### config.mk
export PLATFORM = sky130hd
export DESIGN_NAME = identifier_punct_tokenizer_unit
export DESIGN_NICKNAME = d
export VERILOG_FILES = /design/src/hw/rtl/ipt_pkg.sv /design/src/hw/rtl/identifier_punct_tokenizer_unit.sv /design/src/hw/rtl/ipt_front.sv /design/src/hw/rtl/ipt_queue.sv /design/src/hw/rtl/ipt_back.sv
export SDC_FILE = /design/constraint.sdc
export NUM_CORES = 1
export LEC_CHECK = 0
export ABC_AREA = 1
export ABC_CLOCK_PERIOD_IN_PS = 15600
export BUFFER_PORTS_ARGS = -buffer_cell sky130_fd_sc_hd__buf_2
export CAP_MARGIN = 20
export CORE_MARGIN = 2
export CORE_UTILIZATION = 30
export DETAILED_ROUTE_END_ITERATION = 8
export GPL_TIMING_DRIVEN = 1
export PLACE_DENSITY = 0.48
export SLEW_MARGIN = 40
export SYNTH_ARGS = -nofsm -noshare
export SYNTH_HDL_FRONTEND = slang
export SYNTH_SLANG_ARGS = --single-unit
### constraint.sdc
create_clock -name clk_i -period 15.6 [get_ports clk_i]
set_clock_uncertainty 0.2 [all_clocks]
set_input_delay 0 -clock clk_i [delete_from_list [all_inputs] [get_ports clk_i]]
set_output_delay 0 -clock clk_i [all_outputs]
set_load 0.02 [all_outputs]
### src/hw/rtl/ipt_pkg.sv
`default_nettype none
package ipt_pkg;

  localparam int unsigned QueueDepth = 4;
  localparam int unsigned QueuePtrW = $clog2(QueueDepth);
  localparam logic [15:0] Sat16 = 16'hFFFF;

  localparam logic [7:0] ChNul   = 8'h00;
  localparam logic [7:0] ChTab   = 8'h09;
  localparam logic [7:0] ChLf    = 8'h0A;
  localparam logic [7:0] ChSpace = 8'h20;
  localparam logic [7:0] ChHash  = 8'h23;
  localparam logic [7:0] ChLpar  = 8'h28;
  localparam logic [7:0] ChRpar  = 8'h29;
  localparam logic [7:0] ChStar  = 8'h2A;
  localparam logic [7:0] ChColon = 8'h3A;
  localparam logic [7:0] ChUnder = 8'h5F;

  typedef enum logic [1:0] {
    KIND_IDENT = 2'd0,
    KIND_PUNCT = 2'd1,
    KIND_END   = 2'd2,
    KIND_ERROR = 2'd3
  } token_kind_e;

  typedef struct packed {
    logic        has_ident;
    logic [15:0] ident_line;
    logic [15:0] ident_column;
    logic [15:0] ident_length;
    logic        has_tok;
    token_kind_e tok_kind;
    logic [7:0]  tok_char;
    logic [15:0] tok_line;
    logic [15:0] tok_column;
  } event_t;

  typedef struct packed {
    logic [1:0]  token_kind;
    logic [7:0]  token_char;
    logic [15:0] token_line;
    logic [15:0] token_column;
    logic [15:0] token_length;
  } token_t;

  function automatic logic [15:0] sat_inc(input logic [15:0] v);
    return (v == Sat16) ? v : v + 16'd1;
  endfunction

endpackage
`default_nettype wire

### src/hw/rtl/identifier_punct_tokenizer_unit.sv
// channel   dir  tdata                                       tlast
// s_axis    in   [7:0] char_byte                             -
// m_axis    out  [1:0] token_kind, [9:2] token_char,         last_of_run
//                [25:10] token_line, [41:26] token_column,
//                [57:42] token_length, [63:58] zero
// One byte accepted per cycle while the four-entry event queue has room.
// A byte that closes an identifier and yields a second token gives two
// output tokens from one queue entry; every other result gives one.
// Reset: line 1, column 0, idle, queue empty. Halted after an error until reset.
// Output stalls back up through the queue to s_axis_tready only when full.
`default_nettype none
module identifier_punct_tokenizer_unit import ipt_pkg::*; (
  input  wire logic        clk_i,
  input  wire logic        rst_ni,
  input  wire logic        s_axis_tvalid,
  output logic             s_axis_tready,
  input  wire logic [7:0]  s_axis_tdata,   // char_byte
  output logic             m_axis_tvalid,
  input  wire logic        m_axis_tready,
  output logic [63:0]      m_axis_tdata,   // kind, char, line, column, length
  output logic             m_axis_tlast    // last_of_run
);

  logic   full, empty, push, pop, accept;
  event_t ev, head;
  token_t tok;

  assign s_axis_tready = !full;
  assign accept        = s_axis_tvalid && s_axis_tready;

  ipt_front u_front (
    .clk_i    (clk_i),
    .rst_ni   (rst_ni),
    .accept_i (accept),
    .char_i   (s_axis_tdata),
    .push_o   (push),
    .event_o  (ev)
  );

  ipt_queue u_queue (
    .clk_i       (clk_i),
    .rst_ni      (rst_ni),
    .push_i      (push),
    .push_data_i (ev),
    .full_o      (full),
    .pop_i       (pop),
    .empty_o     (empty),
    .head_o      (head)
  );

  ipt_back u_back (
    .clk_i   (clk_i),
    .rst_ni  (rst_ni),
    .empty_i (empty),
    .head_i  (head),
    .pop_o   (pop),
    .valid_o (m_axis_tvalid),
    .ready_i (m_axis_tready),
    .token_o (tok),
    .last_o  (m_axis_tlast)
  );

  assign m_axis_tdata = {6'd0, tok.token_length, tok.token_column, tok.token_line,
                         tok.token_char, tok.token_kind};

endmodule
`default_nettype wire

### src/hw/rtl/ipt_front.sv
`default_nettype none
module ipt_front import ipt_pkg::*; (
  input  wire logic       clk_i,
  input  wire logic       rst_ni,
  input  wire logic       accept_i,
  input  wire logic [7:0] char_i,
  output logic            push_o,
  output event_t          event_o
);

  typedef enum logic [3:0] {
    MODE_IDLE    = 4'b0001,
    MODE_IDENT   = 4'b0010,
    MODE_COMMENT = 4'b0100,
    MODE_HALT    = 4'b1000
  } mode_e;

  mode_e       mode_q, mode_d;
  logic [15:0] line_q, line_d;
  logic [15:0] col_q, col_d;
  logic [15:0] sline_q, sline_d;
  logic [15:0] scol_q, scol_d;
  logic [15:0] len_q, len_d;

  logic is_start, is_body, do_idle;

  assign is_start = (char_i >= 8'h61 && char_i <= 8'h7A) ||
                    (char_i >= 8'h41 && char_i <= 8'h5A) || (char_i == ChUnder);
  assign is_body  = is_start || (char_i >= 8'h30 && char_i <= 8'h39);

  always_comb begin
    mode_d  = mode_q;
    line_d  = line_q;
    col_d   = col_q;
    sline_d = sline_q;
    scol_d  = scol_q;
    len_d   = len_q;
    do_idle = 1'b0;
    event_o = '0;
    event_o.ident_line   = sline_q;
    event_o.ident_column = scol_q;
    event_o.ident_length = len_q;
    event_o.tok_kind     = KIND_PUNCT;
    event_o.tok_char     = char_i;
    event_o.tok_line     = line_q;
    event_o.tok_column   = col_q;
    unique case (mode_q)
      MODE_HALT: begin
      end
      MODE_COMMENT: begin
        if (char_i == ChLf) begin
          line_d = sat_inc(line_q);
          col_d  = 16'd1;
          mode_d = MODE_IDLE;
        end else if (char_i == ChNul) begin
          event_o.has_tok  = 1'b1;
          event_o.tok_kind = KIND_END;
          col_d  = sat_inc(col_q);
          mode_d = MODE_IDLE;
        end else begin
          col_d = sat_inc(col_q);
        end
      end
      MODE_IDENT: begin
        if (is_body) begin
          len_d = sat_inc(len_q);
          col_d = sat_inc(col_q);
        end else begin
          event_o.has_ident = 1'b1;
          mode_d  = MODE_IDLE;
          do_idle = 1'b1;
        end
      end
      MODE_IDLE: do_idle = 1'b1;
      default: begin
      end
    endcase

    if (do_idle) begin
      case (char_i)
        ChSpace, ChTab: col_d = sat_inc(col_q);
        ChLf: begin
          line_d = sat_inc(line_q);
          col_d  = 16'd1;
        end
        ChHash: begin
          col_d  = sat_inc(col_q);
          mode_d = MODE_COMMENT;
        end
        ChNul, ChStar, ChLpar, ChRpar, ChColon: begin
          event_o.has_tok  = 1'b1;
          event_o.tok_kind = (char_i == ChNul) ? KIND_END : KIND_PUNCT;
          col_d = sat_inc(col_q);
        end
        default: begin
          if (is_start) begin
            sline_d = line_q;
            scol_d  = col_q;
            len_d   = 16'd1;
            col_d   = sat_inc(col_q);
            mode_d  = MODE_IDENT;
          end else begin
            event_o.has_tok  = 1'b1;
            event_o.tok_kind = KIND_ERROR;
            mode_d = MODE_HALT;
          end
        end
      endcase
    end
  end

  assign push_o = accept_i && (event_o.has_ident || event_o.has_tok);

  always_ff @(posedge clk_i or negedge rst_ni) begin
    if (!rst_ni) begin
      mode_q  <= MODE_IDLE;
      line_q  <= 16'd1;
      col_q   <= 16'd0;
      sline_q <= 16'd0;
      scol_q  <= 16'd0;
      len_q   <= 16'd0;
    end else if (accept_i) begin
      mode_q  <= mode_d;
      line_q  <= line_d;
      col_q   <= col_d;
      sline_q <= sline_d;
      scol_q  <= scol_d;
      len_q   <= len_d;
    end
  end

endmodule
`default_nettype wire

### src/hw/rtl/ipt_queue.sv
`default_nettype none
module ipt_queue import ipt_pkg::*; (
  input  wire logic   clk_i,
  input  wire logic   rst_ni,
  input  wire logic   push_i,
  input  event_t      push_data_i,
  output logic        full_o,
  input  wire logic   pop_i,
  output logic        empty_o,
  output event_t      head_o
);

  event_t                 mem_q [QueueDepth];
  logic [QueuePtrW-1:0]   wr_q, rd_q;
  logic [QueuePtrW:0]     cnt_q;
  logic                   do_push, do_pop;

  assign full_o  = (cnt_q == (QueuePtrW+1)'(QueueDepth));
  assign empty_o = (cnt_q == '0);
  assign head_o  = mem_q[rd_q];
  assign do_push = push_i && !full_o;
  assign do_pop  = pop_i && !empty_o;

  always_ff @(posedge clk_i) begin
    if (do_push) begin
      mem_q[wr_q] <= push_data_i;
    end
  end

  always_ff @(posedge clk_i or negedge rst_ni) begin
    if (!rst_ni) begin
      wr_q  <= '0;
      rd_q  <= '0;
      cnt_q <= '0;
    end else begin
      if (do_push) wr_q <= wr_q + 1'b1;
      if (do_pop)  rd_q <= rd_q + 1'b1;
      if (do_push && !do_pop) begin
        cnt_q <= cnt_q + 1'b1;
      end else if (do_pop && !do_push) begin
        cnt_q <= cnt_q - 1'b1;
      end
    end
  end

endmodule
`default_nettype wire

### src/hw/rtl/ipt_back.sv
`default_nettype none
module ipt_back import ipt_pkg::*; (
  input  wire logic   clk_i,
  input  wire logic   rst_ni,
  input  wire logic   empty_i,
  input  event_t      head_i,
  output logic        pop_o,
  output logic        valid_o,
  input  wire logic   ready_i,
  output token_t      token_o,
  output logic        last_o
);

  logic phase_q;
  logic sel_ident, fire;

  assign sel_ident = head_i.has_ident && !phase_q;
  assign valid_o   = !empty_i;
  assign last_o    = !(sel_ident && head_i.has_tok);
  assign fire      = valid_o && ready_i;
  assign pop_o     = fire && last_o;

  always_comb begin
    if (sel_ident) begin
      token_o.token_kind   = KIND_IDENT;
      token_o.token_char   = 8'd0;
      token_o.token_line   = head_i.ident_line;
      token_o.token_column = head_i.ident_column;
      token_o.token_length = head_i.ident_length;
    end else begin
      token_o.token_kind   = head_i.tok_kind;
      token_o.token_char   = head_i.tok_char;
      token_o.token_line   = head_i.tok_line;
      token_o.token_column = head_i.tok_column;
      token_o.token_length = 16'd1;
    end
  end

  always_ff @(posedge clk_i or negedge rst_ni) begin
    if (!rst_ni) begin
      phase_q <= 1'b0;
    end else if (fire) begin
      phase_q <= !last_o;
    end
  end

endmodule
`default_nettype wire
==> results.json <==
{
  "clock_path_buffers": 3,
  "reg2reg_depth": 8,
  "grt_max_degree": 82,
  "grt_pass1_vias": 12870,
  "routedWlPerCell_um": 17.84,
  "worst_slack_ns": 11.20,
  "startpoint_type": "flop",
  "finalSetupViolCount": 0,
  "track_usage": 0.1475,
  "cts_tree": "yes",
  "reg2reg_slack_ns": 11.63,
  "drtPass1Iterations": 6,
  "async_reset_ff_frac": 0.2000,
  "period_minus_slack_ns": 4.396,
  "timing.rr.end": "u_queue.mem_q[3][33]",
  "place_congestion": 0.7924,
  "antenna_found_initial": 0,
  "avgSynthCellArea_sq_um": 10.80,
  "maxSlewViolCount": 0,
  "drt.antenna.violating_nets": 0,
  "min_path_cells": 2,
  "drt_iter0_drc": 906,
  "placed_area_sq_um": 20860,
  "cts_sinks": 460,
  "grt_use_met3": 0.02281,
  "htree_levels": 2,
  "cp_slowest_cell": "dfrtp_4",
  "pin_count": 79,
  "cp_data_required_time_ns": 15.40,
  "pre_cts_ws_ns": 11.49,
  "total_power_mw": 3.580,
  "crit_chain": "clkinv_2 -> o21ai_1 -> o22ai_1 -> nand2_4 -> buf_6 -> nor2_1 -> a31oi_1 -> buf_2",
  "placement_rows": 93,
  "cellPowerDensity_nw_per_um2": 158.9,
  "hold_path_end": "u_queue.mem_q[2][38]",
  "ys_ff_latch": 460,
  "die_x_um": 260.0,
  "drv_cap": 0,
  "setup_tns_ns": 0,
  "slew_headroom": 0.4657,
  "synth-edff-count": 368,
  "dieArea_sq_um": 67620,
  "yosysUniqueCellTypes": 44,
  "hold_slack_ns": 0.02973,
  "grt_pass1_wl_um": 77560,
  "worstHoldStart": "s_axis_tdata[6]",
  "crit_path_max_incr_delay_ns": 0.77,
  "rsz0062_at_grt": "no",
  "vias_per_cell": 4.736,
  "synth_area_sq_um": 19670,
  "vias": 13180,
  "port_buffers": 72,
  "busiest_layer": "met2",
  "gr-usage-met2": 0.2465,
  "crit_type": "reg2out",
  "stdcell_area_sq_um": 22520,
  "rr_startpoint": "u_queue.cnt_q[0]",
  "ys_seq_area_frac": 0.6791,
  "overflow": 0,
  "power.leakage_nw": 8.876,
  "synth_ff_type": "edfxtp_1",
  "hold_viol_final": 0,
  "numCtsBuffers": 49,
  "cp.arrival_ns": 4.20,
  "clk_latency_ns": 0.58,
  "dpl.hpwl_um": 28500,
  "area_growth_pct": 14.54,
  "netlist_instances": 1821,
  "initial_core_util": 0.3045,
  "root_buffer": "clkbuf_16",
  "core_area_sq_um": 64580,
  "met1_usage": 0.1993,
  "clk_pin_slew_ns": 0.06,
  "worst_slew_pin_slew_ns": 0.8015,
  "nets": 1909,
  "hp-class": "in2reg",
  "drive_above_1_share": 0.1084,
  "cts.repair.resized": 0,
  "die_h_um": 260.0,
  "period_share": 0.2818,
  "ir_drop_uv": 76.08,
  "yosysWarnings": 0,
  "diodes": 0,
  "routed_wl_um": 49660,
  "worst-path-max-fanout": 67,
  "fmax_mhz": 227.5,
  "endpoint_kind": "output pin",
  "detail_route.drc_violations": 0,
  "status": "finished clean"
}
cell type report:
type,instances,area (sq um)
timing repair buffer,103,676.9
tap,855,1070
clock inverter,21,138.9
multi-input combinational,1156,5465
clock buffer,70,1356
sequential,460,13360
inverter,118,454.2
fill,6424,42060
flip-flops by register name (all words and copies together) (netlist names):
name,count
u_queue.mem_q,368
u_queue.rd_q,2
u_front.mode_q,4
u_back.phase_q,1
u_queue.wr_q,2
u_front.len_q,16
u_front.scol_q,16
u_front.col_q,16
u_front.sline_q,16
u_queue.cnt_q,3
u_front.line_q,16
cells by family (layout without fill, tap and decap cells):
kind of cell / after synthesis / in the layout / synth area share
XOR/XNOR: 22 / 22 / 0.009799
buffers and inverters: 210 / 312 / 0.04581
flip-flops: 460 / 460 / 0.6791
adder cells (fa/ha/maj): 9 / 9 / 0.006108
other: 1 / 6 / 0.0001907
AND/OR/NAND/NOR: 765 / 765 / 0.1628
AO/OA/AOI/OAI: 354 / 354 / 0.09614
worst max path at each step:
stage	start	endpoint	slack, ns
after floorplan	u_queue.cnt_q[0]	u_queue.mem_q[0][0]	9.51
after global placement	u_queue.cnt_q[0]	u_queue.mem_q[3][5]	11.39
after detailed placement	u_queue.rd_q[1]	m_axis_tdata[39]	11.49
after CTS	u_queue.rd_q[1]	m_axis_tdata[39]	10.87
after global routing	u_queue.rd_q[1]	m_axis_tdata[39]	10.89
final	u_queue.rd_q[1]	m_axis_tdata[39]	11.20
synth_stat cells, types with 7 or more instances:
| cell type | number | area [sq um] |
|---|---|---|
| edfxtp_1 | 368 | 11050 |
| a31oi_1 | 34 | 212.7 |
| o21ai_1 | 29 | 145.1 |
| o21ai_0 | 208 | 1041 |
| ha_1 | 8 | 100.1 |
| nand4_1 | 17 | 106.4 |
| nor2_2 | 7 | 43.79 |
| dfrtp_1 | 90 | 2252 |
| clkbuf_1 | 43 | 161.4 |
| xor2_1 | 20 | 175.2 |
| buf_4 | 9 | 67.56 |
| inv_2 | 9 | 33.78 |
| nand2_1 | 260 | 975.9 |
| o22ai_1 | 46 | 287.8 |
| nor2_1 | 374 | 1404 |
| a21oi_1 | 30 | 150.1 |
| buf_1 | 11 | 41.29 |
| nand3_1 | 61 | 305.3 |
| nor3_1 | 17 | 85.08 |
| buf_2 | 24 | 120.1 |
| inv_1 | 107 | 401.6 |
| nand2_2 | 8 | 50.05 |
layer usage:
metal,up-vias,wire length [um]
met5,-,0
li1,6416,-
met2,242,24030
met3,63,1940
met4,0,1065
met1,6458,22620
power by group:
group | leakage, nW | total (mW) | switching [mW] | internal [mW]
clock network | 0.723 | 1.09 | 0.467 | 0.621
logic | 3.29 | 1.11 | 0.785 | 0.327
registers | 4.86 | 1.38 | 0.0544 | 1.33
total | 8.88 | 3.58 | 1.31 | 2.27
worst max-delay path, delay by kind of cell, from the launching register on:
kind	cells	cell delay [ns]
DFF	1	0.77
buffers and inverters	3	1.57
AOI/OAI and AO/OA	3	0.81
and+or+nand+nor	2	0.40
what timing repair did:
| action | CTS | global route |
|---|---|---|
| setup buffers | 0 | 0 |
| hold buffers | 13 | 0 |
| hold endpoints to repair | 142 | 0 |
placed cells by master (no fill, tap or decap), types with 4 or more instances in the layout:
master	count
clkbuf_1	17
clkinv_2	9
xor2_1	20
o21ai_0	208
nand2_2	8
inv_1	105
edfxtp_1	368
o22ai_1	46
nor2_2	7
clkinv_1	8
nor2_1	370
buf_6	7
buf_2	71
a21oi_1	30
nand2_1	259
dfrtp_1	88
ha_1	8
a31oi_1	34
nor2_4	6
clkbuf_16	50
dlygate4sd3_1	12
buf_4	11
conb_1	6
inv_2	9
nand4_1	17
nor3_1	17
nand3_2	4
o21ai_1	29
nand3_1	61
nand2_4	5
metrics by stage:
step / util / instances
after global routing: 0.3488 / 2783
after floorplan: - / 1826
after CTS: 0.3483 / 2782
final: 0.3488 / 2783
after detailed placement: 0.3230 / 2678
after global placement: 0.3227 / 2678
No activity file was read; power rests on OpenSTA's default activity.
